### src/tssu_pkg.sv
package tssu_pkg;

    // sizing of the task and semaphore tables
    localparam int NUM_TASKS   = 8;
    localparam int NUM_SEMS    = 8;
    localparam int MS_PER_TICK = 10;

    localparam int TASK_W  = $clog2(NUM_TASKS);
    localparam int SEM_AW  = (NUM_SEMS > 1) ? $clog2(NUM_SEMS) : 1;
    localparam int Q_DEPTH = NUM_SEMS * NUM_TASKS;
    localparam int QA_W    = $clog2(Q_DEPTH);
    localparam int CNT_W   = $clog2(NUM_TASKS + 1);
    localparam int TICK_W  = 32;
    localparam int VAL_W   = 9;

    // reciprocal for the milliseconds-to-ticks conversion
    localparam logic [63:0] RECIP64   = 64'h0000_0000_FFFF_FFFF / MS_PER_TICK;
    localparam logic [31:0] DIV_RECIP = RECIP64[31:0];

    // semaphore count bounds
    localparam logic signed [VAL_W-1:0] SEM_MIN = -9'sd256;
    localparam logic signed [VAL_W-1:0] SEM_MAX = 9'sd255;

    // request modes
    localparam logic [2:0] MODE_TICK    = 3'd0;
    localparam logic [2:0] MODE_SLEEP   = 3'd1;
    localparam logic [2:0] MODE_WAIT    = 3'd2;
    localparam logic [2:0] MODE_SIGNAL  = 3'd3;
    localparam logic [2:0] MODE_INIT    = 3'd4;
    localparam logic [2:0] MODE_RESCHED = 3'd5;

    typedef logic [TASK_W-1:0] t_task;

    typedef enum logic [2:0] {
        S_IDLE,
        S_READ,
        S_EXEC,
        S_RELEASE,
        S_SCAN,
        S_DONE
    } t_state;

    typedef struct packed {
        logic signed [VAL_W-1:0] value;
        t_task                   head;
        t_task                   tail;
    } t_sem_entry;

    // commands to the task table
    typedef struct packed {
        logic              scan_start;
        logic              wake_we;
        logic              block_set;
        logic              block_clr;
        t_task             cur;
        t_task             clr_task;
        logic [TICK_W-1:0] tick;
        logic [TICK_W-1:0] wake_data;
    } t_tt_cmd;

    // scan status from the task table
    typedef struct packed {
        logic  done;
        logic  found;
        t_task run_task;
    } t_tt_sts;

    // round-robin successor of a task index
    function automatic t_task next_task(input t_task t);
        t_task r;
        if (t == t_task'(NUM_TASKS - 1)) begin
            r = '0;
        end else begin
            r = t_task'(t + 1'b1);
        end
        return r;
    endfunction

endpackage

### src/tssu_req_if.sv
interface tssu_req_if;
    logic        valid;
    logic        ready;
    logic [2:0]  mode;
    logic [2:0]  sem_index;
    logic [15:0] sleep_ms;
    logic [7:0]  init_value;

    modport source (output valid, mode, sem_index, sleep_ms, init_value, input ready);
    modport sink   (input valid, mode, sem_index, sleep_ms, init_value, output ready);
endinterface

### src/tssu_rsp_if.sv
interface tssu_rsp_if;
    logic              valid;
    logic              ready;
    logic [2:0]        running_task;
    logic              no_ready;
    logic              caller_blocked;
    logic              released_valid;
    logic [2:0]        released_task;
    logic signed [8:0] sem_count;

    modport source (output valid, running_task, no_ready, caller_blocked, released_valid,
                    released_task, sem_count, input ready);
    modport sink   (input valid, running_task, no_ready, caller_blocked, released_valid,
                    released_task, sem_count, output ready);
endinterface

### src/tssu_task_table.sv
module tssu_task_table (
    input  logic              i_clk,
    input  logic              i_rst_n,
    input  tssu_pkg::t_tt_cmd i_cmd,
    output tssu_pkg::t_tt_sts o_sts
);
    import tssu_pkg::*;

    logic [TICK_W-1:0]    wake_mem [NUM_TASKS];
    logic [NUM_TASKS-1:0] r_wake_vld;
    logic [NUM_TASKS-1:0] r_blocked;

    logic              r_active;
    t_task             r_issue_t;
    logic [CNT_W-1:0]  r_issue_cnt;
    logic              r_chk_vld;
    logic              r_chk_last;
    t_task             r_chk_t;
    logic [TICK_W-1:0] r_rd_data;
    logic              r_rd_vld;

    logic              issue;
    logic [TICK_W-1:0] wake_eff;
    logic              hit;
    logic              done;

    // one read per cycle, check of the previous read in the same cycle
    assign issue    = r_active && (r_issue_cnt != CNT_W'(NUM_TASKS));
    assign wake_eff = r_rd_vld ? r_rd_data : '0;
    assign hit      = r_chk_vld && !r_blocked[r_chk_t] && (wake_eff <= i_cmd.tick);
    assign done     = hit || (r_chk_vld && r_chk_last);

    assign o_sts.done     = done;
    assign o_sts.found    = hit;
    assign o_sts.run_task = r_chk_t;

    // wake time memory
    always_ff @(posedge i_clk) begin
        if (i_cmd.wake_we) begin
            wake_mem[i_cmd.cur] <= i_cmd.wake_data;
        end
        if (issue) begin
            r_rd_data <= wake_mem[r_issue_t];
        end
    end

    // scan address and check pipeline payload
    always_ff @(posedge i_clk) begin
        if (i_cmd.scan_start) begin
            r_issue_t   <= next_task(i_cmd.cur);
            r_issue_cnt <= '0;
        end else if (issue) begin
            r_issue_t   <= next_task(r_issue_t);
            r_issue_cnt <= CNT_W'(r_issue_cnt + 1'b1);
        end
        if (issue) begin
            r_chk_t    <= r_issue_t;
            r_chk_last <= (r_issue_cnt == CNT_W'(NUM_TASKS - 1));
            r_rd_vld   <= r_wake_vld[r_issue_t];
        end
    end

    // scan control, blocked flags and wake valid bits
    always_ff @(posedge i_clk) begin
        if (!i_rst_n) begin
            r_active   <= 1'b0;
            r_chk_vld  <= 1'b0;
            r_wake_vld <= '0;
            r_blocked  <= '0;
        end else begin
            if (i_cmd.scan_start) begin
                r_active <= 1'b1;
            end else if (done) begin
                r_active <= 1'b0;
            end
            r_chk_vld <= issue && !done;
            if (i_cmd.wake_we) begin
                r_wake_vld[i_cmd.cur] <= 1'b1;
            end
            if (i_cmd.block_set) begin
                r_blocked[i_cmd.cur] <= 1'b1;
            end
            if (i_cmd.block_clr) begin
                r_blocked[i_cmd.clr_task] <= 1'b0;
            end
        end
    end

endmodule

### src/task_scheduler_semaphore_unit.sv
// Task scheduler with counting semaphores.
// Request channel i_req carries mode, sem_index, sleep_ms and init_value; a word is
// taken when valid and ready are both high. Response channel o_rsp returns exactly
// one word per request: running task, no_ready, caller_blocked, released task and
// the semaphore count.
// A request is taken, then the semaphore entry is read in S_READ and updated in
// S_EXEC. Tick, init and out-of-range requests then go to S_DONE, a signal that
// releases a waiter passes S_RELEASE first. Sleep, reschedule and a blocking wait
// run the round-robin scan, which reads one wake-time entry per cycle from the task
// table memory until a ready task is found or every task has been checked.
// One request is in work at a time; the next is taken once the previous result
// sits in the output register.
// A stalled receiver holds the result in the output register; the block still
// takes and works on the next request and waits with its result until the output
// register is free.
// Reset (synchronous, active low) clears the running task, the tick counter, the
// blocked flags and the valid bits of the wake-time and semaphore tables, so all
// counts and wake times read as zero. The wait queue memory needs no clearing.
module task_scheduler_semaphore_unit (
    input  logic              i_clk,
    input  logic              i_rst_n,
    tssu_req_if.sink          i_req,
    tssu_rsp_if.source        o_rsp
);
    import tssu_pkg::*;

    t_state r_state, n_state;

    // latched request
    logic [2:0]  r_mode;
    logic [2:0]  r_sem_idx;
    logic [15:0] r_ms;
    logic [7:0]  r_initv;
    logic [15:0] r_q0;
    logic [15:0] r_quot;

    // scheduler state
    t_task             r_cur;
    logic [TICK_W-1:0] r_tick;

    // semaphore table
    t_sem_entry          sem_mem [NUM_SEMS];
    logic [NUM_SEMS-1:0] r_sem_vld;
    t_sem_entry          r_sem_rd;
    logic                r_sem_rd_vld;

    // wait queue memory
    t_task q_mem [Q_DEPTH];
    t_task r_q_rd;

    // result under construction
    logic                    r_no_ready;
    logic                    r_blk;
    logic                    r_rel_vld;
    t_task                   r_rel_task;
    logic signed [VAL_W-1:0] r_count;

    // output register
    logic                    r_out_vld;
    t_task                   r_out_cur;
    logic                    r_out_no_ready;
    logic                    r_out_blk;
    logic                    r_out_rel_vld;
    t_task                   r_out_rel_task;
    logic signed [VAL_W-1:0] r_out_count;

    logic                    accept;
    logic                    out_load;
    logic                    sem_ok;
    logic [SEM_AW-1:0]       sem_addr;
    t_sem_entry              sem_cur;
    logic signed [VAL_W-1:0] sem_dec;
    logic signed [VAL_W-1:0] sem_inc;
    logic [47:0]             div_prod;
    logic [31:0]             div_rem;
    logic [QA_W-1:0]         q_waddr;
    logic [QA_W-1:0]         q_raddr;

    logic                    sem_we;
    t_sem_entry              sem_wdata;
    logic                    q_we;
    logic                    q_re;
    logic                    tick_inc;
    logic                    cnt_en;
    logic signed [VAL_W-1:0] cnt_val;
    logic                    rel_req;
    t_tt_cmd                 tt_cmd;
    t_tt_sts                 tt_sts;

    tssu_task_table u_task_table (
        .i_clk   (i_clk),
        .i_rst_n (i_rst_n),
        .i_cmd   (tt_cmd),
        .o_sts   (tt_sts)
    );

    // handshakes
    assign accept   = i_req.valid && i_req.ready;
    assign out_load = (r_state == S_DONE) && (!r_out_vld || o_rsp.ready);

    assign i_req.ready          = (r_state == S_IDLE);
    assign o_rsp.valid          = r_out_vld;
    assign o_rsp.running_task   = 3'(r_out_cur);
    assign o_rsp.no_ready       = r_out_no_ready;
    assign o_rsp.caller_blocked = r_out_blk;
    assign o_rsp.released_valid = r_out_rel_vld;
    assign o_rsp.released_task  = 3'(r_out_rel_task);
    assign o_rsp.sem_count      = r_out_count;

    // ms to ticks: reciprocal multiply, one-step correction in the read cycle
    assign div_prod = 48'(i_req.sleep_ms) * 48'(DIV_RECIP);
    assign div_rem  = 32'(r_ms) - (32'(r_q0) * 32'(MS_PER_TICK));

    // semaphore entry and arithmetic
    assign sem_ok   = (32'(r_sem_idx) < 32'(NUM_SEMS));
    assign sem_addr = SEM_AW'({5'd0, r_sem_idx});
    assign sem_cur  = r_sem_rd_vld ? r_sem_rd : '0;
    assign sem_dec  = (sem_cur.value != SEM_MIN) ? sem_cur.value - 9'sd1 : sem_cur.value;
    assign sem_inc  = (sem_cur.value != SEM_MAX) ? sem_cur.value + 9'sd1 : sem_cur.value;
    assign q_waddr  = QA_W'(32'(sem_addr) * 32'(NUM_TASKS) + 32'(sem_cur.tail));
    assign q_raddr  = QA_W'(32'(sem_addr) * 32'(NUM_TASKS) + 32'(sem_cur.head));

    // next state
    always_comb begin
        n_state = r_state;
        case (r_state)
            S_IDLE: begin
                if (accept) begin
                    n_state = S_READ;
                end
            end
            S_READ: begin
                n_state = S_EXEC;
            end
            S_EXEC: begin
                if (tt_cmd.scan_start) begin
                    n_state = S_SCAN;
                end else if (q_re) begin
                    n_state = S_RELEASE;
                end else begin
                    n_state = S_DONE;
                end
            end
            S_RELEASE: begin
                n_state = S_DONE;
            end
            S_SCAN: begin
                if (tt_sts.done) begin
                    n_state = S_DONE;
                end
            end
            S_DONE: begin
                if (out_load) begin
                    n_state = S_IDLE;
                end
            end
            default: begin
                n_state = S_IDLE;
            end
        endcase
    end

    // per-state actions
    always_comb begin
        sem_we             = 1'b0;
        sem_wdata          = sem_cur;
        q_we               = 1'b0;
        q_re               = 1'b0;
        tick_inc           = 1'b0;
        cnt_en             = 1'b0;
        cnt_val            = '0;
        rel_req            = 1'b0;
        tt_cmd             = '0;
        tt_cmd.cur         = r_cur;
        tt_cmd.clr_task    = r_q_rd;
        tt_cmd.tick        = r_tick;
        tt_cmd.wake_data   = r_tick + 32'(r_quot);
        case (r_state)
            S_EXEC: begin
                case (r_mode)
                    MODE_TICK: begin
                        tick_inc = 1'b1;
                    end
                    MODE_SLEEP: begin
                        tt_cmd.wake_we    = 1'b1;
                        tt_cmd.scan_start = 1'b1;
                    end
                    MODE_WAIT: begin
                        if (sem_ok) begin
                            sem_we          = 1'b1;
                            sem_wdata.value = sem_dec;
                            cnt_en          = 1'b1;
                            cnt_val         = sem_dec;
                            if (sem_dec < 0) begin
                                sem_wdata.tail    = next_task(sem_cur.tail);
                                q_we              = 1'b1;
                                tt_cmd.block_set  = 1'b1;
                                tt_cmd.scan_start = 1'b1;
                            end
                        end
                    end
                    MODE_SIGNAL: begin
                        if (sem_ok) begin
                            sem_we          = 1'b1;
                            sem_wdata.value = sem_inc;
                            cnt_en          = 1'b1;
                            cnt_val         = sem_inc;
                            if (sem_inc <= 0) begin
                                sem_wdata.head = next_task(sem_cur.head);
                                q_re           = 1'b1;
                            end
                        end
                    end
                    MODE_INIT: begin
                        if (sem_ok) begin
                            sem_we          = 1'b1;
                            sem_wdata.value = $signed({1'b0, r_initv});
                            sem_wdata.head  = '0;
                            sem_wdata.tail  = '0;
                            cnt_en          = 1'b1;
                            cnt_val         = $signed({1'b0, r_initv});
                        end
                    end
                    MODE_RESCHED: begin
                        tt_cmd.scan_start = 1'b1;
                    end
                    default: begin
                        cnt_en = 1'b0;
                    end
                endcase
            end
            S_RELEASE: begin
                tt_cmd.block_clr = 1'b1;
                rel_req          = 1'b1;
            end
            default: begin
                sem_we = 1'b0;
            end
        endcase
    end

    // semaphore and wait queue memories
    always_ff @(posedge i_clk) begin
        if (r_state == S_READ) begin
            r_sem_rd <= sem_mem[sem_addr];
        end
        if (sem_we) begin
            sem_mem[sem_addr] <= sem_wdata;
        end
        if (q_we) begin
            q_mem[q_waddr] <= r_cur;
        end
        if (q_re) begin
            r_q_rd <= q_mem[q_raddr];
        end
    end

    // request latch, quotient and result payload
    always_ff @(posedge i_clk) begin
        if (accept) begin
            r_mode     <= i_req.mode;
            r_sem_idx  <= i_req.sem_index;
            r_ms       <= i_req.sleep_ms;
            r_initv    <= i_req.init_value;
            r_q0       <= div_prod[47:32];
            r_blk      <= 1'b0;
            r_rel_vld  <= 1'b0;
            r_rel_task <= '0;
            r_count    <= '0;
            r_no_ready <= 1'b0;
        end
        if (r_state == S_READ) begin
            r_quot       <= (div_rem >= 32'(MS_PER_TICK)) ? 16'(r_q0 + 1'b1) : r_q0;
            r_sem_rd_vld <= r_sem_vld[sem_addr];
        end
        if (cnt_en) begin
            r_count <= cnt_val;
        end
        if (tt_cmd.block_set) begin
            r_blk <= 1'b1;
        end
        if (rel_req) begin
            r_rel_vld  <= 1'b1;
            r_rel_task <= r_q_rd;
        end
        if ((r_state == S_SCAN) && tt_sts.done && !tt_sts.found) begin
            r_no_ready <= 1'b1;
        end
        if (out_load) begin
            r_out_cur      <= r_cur;
            r_out_no_ready <= r_no_ready;
            r_out_blk      <= r_blk;
            r_out_rel_vld  <= r_rel_vld;
            r_out_rel_task <= r_rel_task;
            r_out_count    <= r_count;
        end
    end

    // control state
    always_ff @(posedge i_clk) begin
        if (!i_rst_n) begin
            r_state   <= S_IDLE;
            r_cur     <= '0;
            r_tick    <= '0;
            r_sem_vld <= '0;
            r_out_vld <= 1'b0;
        end else begin
            r_state <= n_state;
            if (tick_inc) begin
                r_tick <= r_tick + 32'd1;
            end
            if (sem_we) begin
                r_sem_vld[sem_addr] <= 1'b1;
            end
            if ((r_state == S_SCAN) && tt_sts.done && tt_sts.found) begin
                r_cur <= tt_sts.run_task;
            end
            if (out_load) begin
                r_out_vld <= 1'b1;
            end else if (o_rsp.ready) begin
                r_out_vld <= 1'b0;
            end
        end
    end

endmodule
### src/flat_wrapper.sv
// flat-port wrapper written by rule: the top's interface ports become plain ports
module task_scheduler_semaphore_unit_flat import tssu_pkg::*;
  (i_clk, i_rst_n, i_req_valid, i_req_mode, i_req_sem_index, i_req_sleep_ms, i_req_init_value, i_req_ready, o_rsp_valid, o_rsp_running_task, o_rsp_no_ready, o_rsp_caller_blocked, o_rsp_released_valid, o_rsp_released_task, o_rsp_sem_count, o_rsp_ready);
  tssu_req_if i_req_i ();
  tssu_rsp_if o_rsp_i ();
  input  logic i_clk;
  input  logic i_rst_n;
  input wire logic [$bits(i_req_i.valid)-1:0] i_req_valid;
  input wire logic [$bits(i_req_i.mode)-1:0] i_req_mode;
  input wire logic [$bits(i_req_i.sem_index)-1:0] i_req_sem_index;
  input wire logic [$bits(i_req_i.sleep_ms)-1:0] i_req_sleep_ms;
  input wire logic [$bits(i_req_i.init_value)-1:0] i_req_init_value;
  output wire logic [$bits(i_req_i.ready)-1:0] i_req_ready;
  output wire logic [$bits(o_rsp_i.valid)-1:0] o_rsp_valid;
  output wire logic [$bits(o_rsp_i.running_task)-1:0] o_rsp_running_task;
  output wire logic [$bits(o_rsp_i.no_ready)-1:0] o_rsp_no_ready;
  output wire logic [$bits(o_rsp_i.caller_blocked)-1:0] o_rsp_caller_blocked;
  output wire logic [$bits(o_rsp_i.released_valid)-1:0] o_rsp_released_valid;
  output wire logic [$bits(o_rsp_i.released_task)-1:0] o_rsp_released_task;
  output wire logic [$bits(o_rsp_i.sem_count)-1:0] o_rsp_sem_count;
  input wire logic [$bits(o_rsp_i.ready)-1:0] o_rsp_ready;
  assign i_req_i.valid = i_req_valid;
  assign i_req_i.mode = i_req_mode;
  assign i_req_i.sem_index = i_req_sem_index;
  assign i_req_i.sleep_ms = i_req_sleep_ms;
  assign i_req_i.init_value = i_req_init_value;
  assign i_req_ready = i_req_i.ready;
  assign o_rsp_valid = o_rsp_i.valid;
  assign o_rsp_running_task = o_rsp_i.running_task;
  assign o_rsp_no_ready = o_rsp_i.no_ready;
  assign o_rsp_caller_blocked = o_rsp_i.caller_blocked;
  assign o_rsp_released_valid = o_rsp_i.released_valid;
  assign o_rsp_released_task = o_rsp_i.released_task;
  assign o_rsp_sem_count = o_rsp_i.sem_count;
  assign o_rsp_i.ready = o_rsp_ready;
  task_scheduler_semaphore_unit u_core (.i_clk(i_clk), .i_rst_n(i_rst_n), .i_req(i_req_i), .o_rsp(o_rsp_i));
endmodule
### config.mk
export PLATFORM = sky130hd
export DESIGN_NAME = task_scheduler_semaphore_unit_flat
export DESIGN_NICKNAME = d
export VERILOG_FILES = /design/src/tssu_pkg.sv /design/src/tssu_req_if.sv /design/src/tssu_rsp_if.sv /design/src/tssu_task_table.sv /design/src/task_scheduler_semaphore_unit.sv /design/src/flat_wrapper.sv
export SDC_FILE = /design/constraint.sdc
export NUM_CORES = 1
export LEC_CHECK = 0
export BUFFER_PORTS_ARGS = -buffer_cell sky130_fd_sc_hd__buf_2
export CAP_MARGIN = 25
export CORE_ASPECT_RATIO = 0.8
export CORE_MARGIN = 2
export CORE_UTILIZATION = 44
export CTS_BUF_LIST = sky130_fd_sc_hd__clkbuf_8
export DETAILED_ROUTE_END_ITERATION = 16
export PLACE_DENSITY_LB_ADDON = 0.15
export SLEW_MARGIN = 20
export SYNTH_ARGS = -nofsm -noshare
export SYNTH_HDL_FRONTEND = slang
export SYNTH_HIERARCHICAL = 1
export SYNTH_SLANG_ARGS = --single-unit
export TNS_END_PERCENT = 5
### constraint.sdc
create_clock -name i_clk -period 5.22 [get_ports i_clk]
set_input_delay 0.261 -clock i_clk [delete_from_list [all_inputs] [get_ports i_clk]]
set_output_delay 0.261 -clock i_clk [all_outputs]
set_load 0.005 [all_outputs]
* Yosys cells after proc, flatten, opt, wreduce, memory -nomap -nowiden
Memories as Yosys holds them, arrays and structs flattened. A register that Yosys moved wholly into a read port is not among the register bits. Cells that the tools add are included.
Operators by class: add/subtract/negate cells 13, multipliers 2, $lt $le $gt $ge 12, equal/unequal tests 21, mux-type cells 68, bitwise operators 5, reduce and logical (&&, ||, !) cells 29
Operator list (number):
- one-hot mux 9 bit (3 select lines) | 2
- 2-to-1 mux 3 bit | 16
- multiplier 16 x 29 -> 45 bit (second input constant) | 1
- 2-to-1 mux 9 bit | 5
- adder 32 x 1 -> 32 bit (second input constant) | 1
- adder 32 x 14 -> 32 bit | 1
- >= comparator 32 x 4 -> 1 bit (second input constant) | 1
- less-or-equal comparator 32 bit | 1
- 2-to-1 mux 32 bit | 1
- 2-to-1 mux 15 bit | 2
- 2-to-1 mux 1 bit | 28
- == test 3 bit (second input constant) | 8
- 2-to-1 mux 8 bit | 3
- bitwise OR 8 bit | 3
- subtractor 16 x 20 -> 21 bit | 1
- less-than comparator 3 x 4 -> 1 bit (second input constant) | 5
- != test 9 bit (second input constant) | 2
- one-hot mux 3 bit (6 select lines) | 1
- multiplier 13 x 3 -> 16 bit (second input constant) | 1
- adder 13 x 1 -> 14 bit (second input constant) | 1
- logical AND 1 bit | 13
- 2-to-1 mux 13 bit | 1
- adder 3 x 1 -> 3 bit (second input constant) | 4
- adder 6 x 3 -> 6 bit | 2
- 25 further kinds | 46
Storage, ports and cells: flip-flop bits (word level) 168, memory bits (writable) 568, input port bits 34, output and inout port bits 20, word-level logic and storage cells 186, memories kept 3
Memories:
- u_core.u_task_table.wake_mem | depth 8, bits a word 32, rd ports 1, clocked after Yosys merged registers in 1, write ports 1, line tssu_task_table.sv:9 | logic [TICK_W-1:0] wake_mem [NUM_TASKS];
- u_core.q_mem | depth 64, bits a word 3, rd ports 1, clocked after Yosys merged registers in 1, write ports 1, line task_scheduler_semaphore_unit.sv:48 | t_task q_mem [Q_DEPTH];
- u_core.sem_mem | depth 8, bits a word 15, rd ports 1, clocked after Yosys merged registers in 1, write ports 1, line task_scheduler_semaphore_unit.sv:42 | t_sem_entry sem_mem [NUM_SEMS];

* Depth between registers and ports, before layout
Gate-level depths: netlist of the first run.
depth in word-level cells 11, gate-level depth with buffers 22, mapped depth without buffers 22

* Hierarchy
The synthesis of the first run kept the hierarchy.
By module, submodules not included:
- task_scheduler_semaphore_unit | times used 1, cells each 2160, area each 25929.9 µm², seq. area each 13523.0 µm²
- tssu_task_table | times used 1, cells each 682, area each 12988.7 µm², seq. area each 9328.9 µm²

* Worst setup path after synthesis of the first run
Ideal clock, no wire load.
path type input-to-reg, start input port i_req_sleep_ms[8], end register u_core.r_q0[12] (data pin), library setup time 260 ps, data arrival time 5073 ps, required time 4960 ps, setup slack -113 ps, cell stages on the path 21, path buffers 0, cells stage by stage inv_1 ha_1 fa_1 inv_1 fa_1 inv_1 fa_1 xnor2_1 ha_1 inv_1 fa_1 inv_1 ha_1 o21ai_0 a211oi_1 nand2_1 o221a_2 o21a_1 o2111ai_1 a21oi_1 xnor2_1
Between the ends: word-level cells in the longest chain between the ends 1
Ends and longest elaborated chain:
- from (decl) | line flat_wrapper.sv:11 | input wire logic [$bits(i_req_i.sleep_ms)-1:0] i_req_sleep_ms;
- multiplier 16 x 29 -> 45 bit | line task_scheduler_semaphore_unit.sv:111 | assign div_prod = 48'(i_req.sleep_ms) * 48'(DIV_RECIP);
- via u_core.div_prod[44] | line task_scheduler_semaphore_unit.sv:74 | logic [47:0] div_prod;
- to (signal assigned) | line task_scheduler_semaphore_unit.sv:265 | r_q0 <= div_prod[47:32];
- to (decl) | line task_scheduler_semaphore_unit.sv:34 | logic [15:0] r_q0;
The timed path passes the listed nets, and every way through them passes these cells. A chain may end at the register's enable or synchronous reset.

* Final worst setup path of the first run
start input port i_req_sleep_ms[4], end register u_core.r_q0[5] (data pin)
The elaborated chain is that of the path after synthesis.

==> results of run 1 <==
repair_timing:
action | 4_1_cts | 5_1_grt
setup endpoints to repair | 11 | 26
resized for setup | 1 | 33
endpoints found under the hold margin | 54 | 0
setup buffers | 1 | 5
pin swaps | 1 | 18
hold buffers | 33 | 0
kinds of logic after synthesis:
group | count (synthesis) | synth area share (%)
XOR/XNOR | 95 | 2.14
multiplexers | 199 | 7.65
buffers and inverters | 346 | 3.58
adder cells (fa/ha/maj) | 291 | 10.7
AND/OR/NAND/NOR | 642 | 8.52
AO/OA/AOI/OAI | 484 | 8.65
flip-flops | 785 | 58.7
critical path, stage by stage:
cell           delay, ns
dlygate4sd3_1       0.54
buf_2               0.16
ha_1                0.33
ha_1                0.31
inv_1               0.05
fa_1                0.49
fa_1                0.58
fa_1                0.43
fa_1                0.49
inv_1               0.04
ha_1                0.30
and3_1              0.17
a221o_1             0.33
a211oi_2            0.28
o221a_4             0.27
a31oi_2             0.11
o21ai_2             0.19
nor2b_2             0.17
xnor2_1             0.06
layout make-up:
class	instances	area (sq um)
clock buffers	138	1900
diodes	1	2.50
flip-flops and latches	785	22900
inverters	218	818
clock inverters	96	513
multi-input cells	1711	15000
repair buffers	226	1740
fillers	7608	43300
well taps	1188	1490
metrics by stage:
step	utilization (%)	worst slack, ns	cells	TNS [ns]
floorplan	-	0.00178	2842	0
global placement	47.1	-0.430	4084	-4.06
detailed placement	47.1	-0.435	4088	-4.32
CTS	50.3	0.00895	4356	0
global route	50.6	-0.0339	4363	-0.0858
finish	50.6	0.170	4363	0
per-layer routing:
metal | GRT usage [%] | part of all wire (%)
met1 | 28.8 | 45
met3 | 3.94 | 5.7
met4 | 6.58 | 2.4
met2 | 33.2 | 46
met5 | 0 | 0.040
cell usage in the layout (no fill, tap or decap), types with 16 or more instances in the layout:
cell type / netlist / layout
buf_2: 16 / 51
buf_4: 6 / 133
edfxtp_1: 713 / 713
mux2_2: 99 / 99
o21a_1: 32 / 31
nand4_1: 41 / 41
and3_1: 16 / 16
a21oi_1: 98 / 94
nand2_1: 121 / 121
nor2_1: 175 / 162
a21o_1: 17 / 17
o21ai_0: 75 / 72
mux2i_1: 29 / 29
nand3_1: 50 / 49
fa_1: 72 / 69
nor2b_1: 20 / 19
ha_1: 219 / 212
and2_1: 69 / 69
dfxtp_1: 72 / 69
nand2b_1: 23 / 23
a221oi_1: 38 / 38
mux4_2: 67 / 67
dlygate4sd3_1: 0 / 31
xor2_1: 40 / 40
inv_1: 217 / 266
nor3_1: 44 / 38
clkbuf_8: 0 / 138
xnor2_1: 55 / 55
a22oi_1: 73 / 73
state kept, by name, summed over array words and instances, names as in the netlist, 4 cells and up:
name                             flops
u_core/u_task_table/r_issue_cnt      4
u_core/o_rsp.sem_count               9
u_core/q_mem                       192
u_core/u_task_table/wake_mem       256
u_core/r_count                       9
u_core/u_task_table/r_rd_data       32
u_core/r_sem_rd                     15
u_core/r_quot                       14
u_core/u_task_table/r_wake_vld       8
u_core/sem_mem                     120
u_core/r_initv                       8
u_core/r_q0                         13
u_core/r_sem_vld                     8
u_core/r_ms                         15
u_core/u_task_table/r_blocked        8
u_core/r_tick                       32
report_power, final:
part	internal, uW	switching, uW
Sequential	7110	172
Combinational	3360	4330
Clock	2570	2490
Total	13000	6990
how the worst min path moves through the flow:
stage,start,endpoint,cells past startpoint
finish,i_req_sleep_ms[1],u_core/r_ms[1]$_DFFE_PP_,2
global route,i_req_sleep_ms[1],u_core/r_ms[1]$_DFFE_PP_,2
CTS,i_req_init_value[4],u_core/r_initv[4]$_DFFE_PP_,2
detailed placement,u_core/r_rel_task[0]$_SDFFCE_PN0P_,u_core/o_rsp.released_task[0]$_DFFE_PP_,0
global placement,u_core/r_count[2]$_SDFFCE_PN0P_,u_core/o_rsp.sem_count[2]$_DFFE_PP_,0
floorplan,i_req_init_value[0],u_core/r_initv[0]$_DFFE_PP_,0
==> results.cfg, run 1 <==
[outcome]
outcome = finished clean

[clock_tree]
cts_buffer_depth = 3
cts_buffers = 131
clk_pin_slew_ns = 0.05
cts_sinks = 785
cts_tree = yes
cts_max_level = 4
root_buffer = clkbuf_8
clock_latency_ns = 0.80

[worst_setup_path]
crit_start = i_req_sleep_ms[4]
r2r_end = u_core/r_quot[1]$_DFFE_PP_
path_class = in2reg
reg2regPathDepth = 21
worstSetupStartpointType = input pin
critical_path_required_ns = 5.74
end_kind = register
endpoint = u_core/r_q0[5]$_DFFE_PP_
r2r_setup_slack_ns = 0.24
arrival_ns = 5.57
cp_max_fo = 3
worstReg2RegStart = u_core/r_q0[3]$_DFFE_PP_

[power]
max-vdd-ir-drop_mv = 0.905
p_leak_uw = 0.0167
power-per-cell-area_nw_per_um2 = 452
design_power_total_uw = 20000

[route]
ant_nets = 0
num_vias = 24200
first_pass_iters = 6
drc = 0
viasPerCell = 5.55
wl_per_cell_um = 21.6
drt-initial-drc-count = 1913
wl_mm = 94.2

[sta]
rsz0062_at_grt = yes
finClkSkew_ns = 0.0469
holdWs_ns = 0.109
fmax_mhz = 198
finalCriticalPeriod_ns = 5.05
relSlewSlack_pct = 34.9
finalHoldViolations = 0
setup_viol = 0
drv_slew = 0
worstMarginPinSlew_ns = 0.976
period_share_pct = 96.8

[placed_design]
gp_congestion = 0.857
place_area_sq_um = 41300
portBuffers = 53
dp_hpwl_mm = 63.1

[synth]
synth_nets = 3167
yosysSeqAreaShare_pct = 58.7
synth.distinct_cells = 98
syn_area_per_cell_sq_um = 13.7
synth_warnings = 6
ys_async_sr_fraction_pct = 0
synth_top_area_share_pct = 55.0
synth_area_leaders = edfxtp_1 (55%), ha_1 (7.0%), mux4_2 (3.9%), dfxtp_1 (3.7%), fa_1 (3.7%)
ys.flop_type = edfxtp_1
synth_top_cell_by_area = edfxtp_1
yosysMostFrequentCell = edfxtp_1
syn-cell-area_sq_um = 38900
synth-edff-count = 713
synth-seq-cells = 785
synth_common_cells = edfxtp_1 (713), ha_1 (219), inv_1 (217), nor2_1 (175), nand2_1 (121)
synth_cells = 2842

[grt]
antenna_found_initial = 4
grt_first_pass_wirelength_mm = 144
globalRoute.totalOverflow = 0
track_usage_pct = 20.8
grt_start_max_net_pins = 80
first_global_vias = 24800

[die]
start_util_pct = 44.4
die_h_um = 270
fp-row-count = 97
die_area_sq_um = 90900
ios = 54
core_sq_um = 87600
die_w_um = 337

[final_layout]
drive_gt1_share_pct = 20.1
design_area_sq_um = 44300
area_growth_pct = 13.9
nets = 3398

[min_path]
hold_path_class = in2reg

[job]
maxCapViolCount = 0
Power figures use the tool's default switching activity.
==> run 2, diff against run 1 <==
--- a/config.mk
+++ b/config.mk
@@ -5,6 +5,7 @@
 export SDC_FILE = /design/constraint.sdc
 export NUM_CORES = 1
 export LEC_CHECK = 0
+export ABC_AREA = 1
 export BUFFER_PORTS_ARGS = -buffer_cell sky130_fd_sc_hd__buf_2
 export CAP_MARGIN = 25
 export CORE_ASPECT_RATIO = 0.8
==> results.cfg, run 2 <==
[worst_setup_path]
path_buf_inv = 6
r2r_setup_slack_ns = 0.63
max_stage_delay_ns = 0.55
crit_family = adder cells
worstSetupStartpointType = input pin
cp_common_cell = fa_1
arrival_ns = 5.55
worstPathCellList = dlygate4sd3_1 -> buf_2 -> inv_1 -> ha_1 -> fa_1 -> inv_1 -> fa_1 -> inv_1 -> fa_1 -> fa_1 -> fa_1 -> inv_1 -> ha_1 -> nand2_1 -> nand2_1 -> a31oi_1 -> nand3_1 -> o21ai_0 -> nand2_1 -> nand4_1 -> nand2_1 -> xor2_1
path_class = in2reg
cp_slowest_cell = dlygate4sd3_1
end_kind = register
cp_max_fo = 5
critical_path_required_ns = 5.73

[final_layout]
nets = 4412
ff_latch_area_sq_um = 22900
max_flop_register = u_core/u_task_table/wake_mem
largest_reg_flops = 256
final_common_cell = edfxtp_1
n_fill_cell = 8431
drive_gt1_share_pct = 9.29
area_growth_pct = 11.9
reg_top3 = u_core/u_task_table/wake_mem (256), u_core/q_mem (192), u_core/sem_mem (120)
multiInputGateArea_sq_um = 15300
final_cell_mix = edfxtp_1 (713), nand2_1 (584), nor2_1 (581), inv_1 (480), o21ai_0 (294)

[synth]
syn-cell-area_sq_um = 40400
synth_common_cells = edfxtp_1 (713), nor2_1 (587), nand2_1 (584), inv_1 (447), o21ai_0 (297)
syn_area_per_cell_sq_um = 10.4
ys.flop_type = edfxtp_1
synth_nets = 4225
yosysSeqAreaShare_pct = 56.5
synth-seq-cells = 785
ys_async_sr_fraction_pct = 0
yosysMostFrequentCell = edfxtp_1
synth-edff-count = 713
synth_top_area_share_pct = 53.0
synth_area_leaders = edfxtp_1 (53%), ha_1 (6.8%), nor2_1 (5.5%), nand2_1 (5.4%), inv_1 (4.2%)
synth_warnings = 6
synth.distinct_cells = 61
synth_cells = 3900
synth_top_cell_by_area = edfxtp_1

[die]
die_w_um = 343
core_sq_um = 91200
start_util_pct = 44.3
die_area_sq_um = 94300
die_h_um = 275
ios = 54
fp-row-count = 99

[clock_tree]
cts_max_level = 4
cts_tree = yes
clk_pin_slew_ns = 0.06
clock_latency_ns = 0.80
cts_buffers = 130
cts_buffer_depth = 3
cts_sinks = 785
root_buffer = clkbuf_8

[sta]
finalHoldViolations = 0
setup_viol = 0
holdWs_ns = 0.177
worstMarginPinSlew_ns = 1.09
relSlewSlack_pct = 27.2
drv_slew = 0
finClkSkew_ns = 0.0487
rsz0062_at_grt = yes
period_share_pct = 96.5
fmax_mhz = 199
finalCriticalPeriod_ns = 5.04

[power]
p_leak_uw = 0.0175
power-per-cell-area_nw_per_um2 = 555
design_power_total_uw = 25100
max-vdd-ir-drop_mv = 0.488

[route]
wl_mm = 106
first_pass_iters = 5
drt-initial-drc-count = 2744
wl_per_cell_um = 19.6
viasPerCell = 5.32
num_vias = 28700
ant_nets = 0
drc = 0

[grt]
grt_start_max_net_pins = 135
first_global_vias = 27700
track_usage_pct = 22.5
grt_first_pass_wirelength_mm = 163
globalRoute.totalOverflow = 0
antenna_found_initial = 1

[placed_design]
gp_congestion = 0.910
dp_hpwl_mm = 69.2
portBuffers = 53

[outcome]
outcome = finished clean

[job]
maxCapViolCount = 0

[min_path]
hold_path_class = in2reg
run 2: cell types whose count changed after synthesis, moves of 67 or more:
cell	before	now
and2_1	69	1
inv_1	217	447
nand2_1	121	584
o21ai_0	75	297
mux2_2	99	0
nor2_1	175	587
mux4_2	67	0
run 2: kinds of logic after synthesis:
family          Yosys count  synth area share [%]
compound gates          727                  10.6
xor+xnor                 90                  1.95
fa+ha+maj               291                  10.3
buf+inv                 577                  5.83
flops                   785                  56.5
simple gates           1430                  14.8
run 2: worst paths after layout:
| check | from | endpoint | cells past startpoint |
|---|---|---|---|
| worst max-delay path | i_req_sleep_ms[8] | u_core/r_q0[5]$_DFFE_PP_ | 22 |
| worst min-delay path | i_req_init_value[0] | u_core/r_initv[0]$_DFFE_PP_ | 2 |
| worst min register to register | u_core/r_count[5]$_SDFFCE_PN0P_ | u_core/o_rsp.sem_count[5]$_DFFE_PP_ | 0 |
| worst max register to register | u_core/r_q0[3]$_DFFE_PP_ | u_core/r_quot[8]$_DFFE_PP_ | 21 |
run 2: where the power goes:
part,internal [uW],switching [uW]
clock network,2690,2510
logic,4210,7860
registers,7530,312
total,14400,10700
run 2: worst reg2reg max path: stages (launching register included):
cell      delay [ns]
edfxtp_1        0.52
ha_1            0.36
ha_1            0.17
inv_1           0.05
fa_1            0.41
o21ai_1         0.32
a21oi_1         0.10
o21ai_0         0.21
xnor2_1         0.20
ha_1            0.36
a21oi_1         0.24
nand2_1         0.12
a21oi_1         0.26
nand3_1         0.11
nand2_1         0.09
nand2_1         0.06
nor2_1          0.12
nand2_1         0.10
nor2_4          0.16
nand2_2         0.19
nand2_1         0.11
nand2_1         0.07
run 2: cell type report:
type / count / area share (%)
multi-input cells: 2538 / 33.8
repair buffers: 175 / 3.01
diodes: 1 / 0.00553
inverters: 457 / 3.81
flip-flops and latches: 785 / 50.5
well taps: 1212 / 3.35
clock buffers: 136 / 4.14
clock inverters: 96 / 1.32
run 2: per-stage QoR:
stage	TNS, ns	cell area, sq um	worst slack (ns)	utilization, %	cells
global placement	0	42300	0.0286	46.4	5129
floorplan	0	40400	0.0564	-	3900
finish	0	45200	0.184	49.6	5400
CTS	0	45200	0.283	49.5	5397
detailed placement	-0.00327	42400	-0.00327	46.5	5133
global route	-0.00431	45200	-0.00431	49.6	5400
run 2: repair_timing:
item | 4_1_cts | 5_1_grt
hold buffers | 32 | 0
hold endpoints to repair | 40 | 0
buffers inserted | 0 | 0
setup endpoints to repair | 0 | 6
gates resized for setup | 0 | 10
run 2: routing by layer:
layer	global-route usage [%]	part of all wire (%)
met1	34.3	50
met2	32.7	42
met3	3.99	6.0
met4	6.60	2.1
met5	0	0
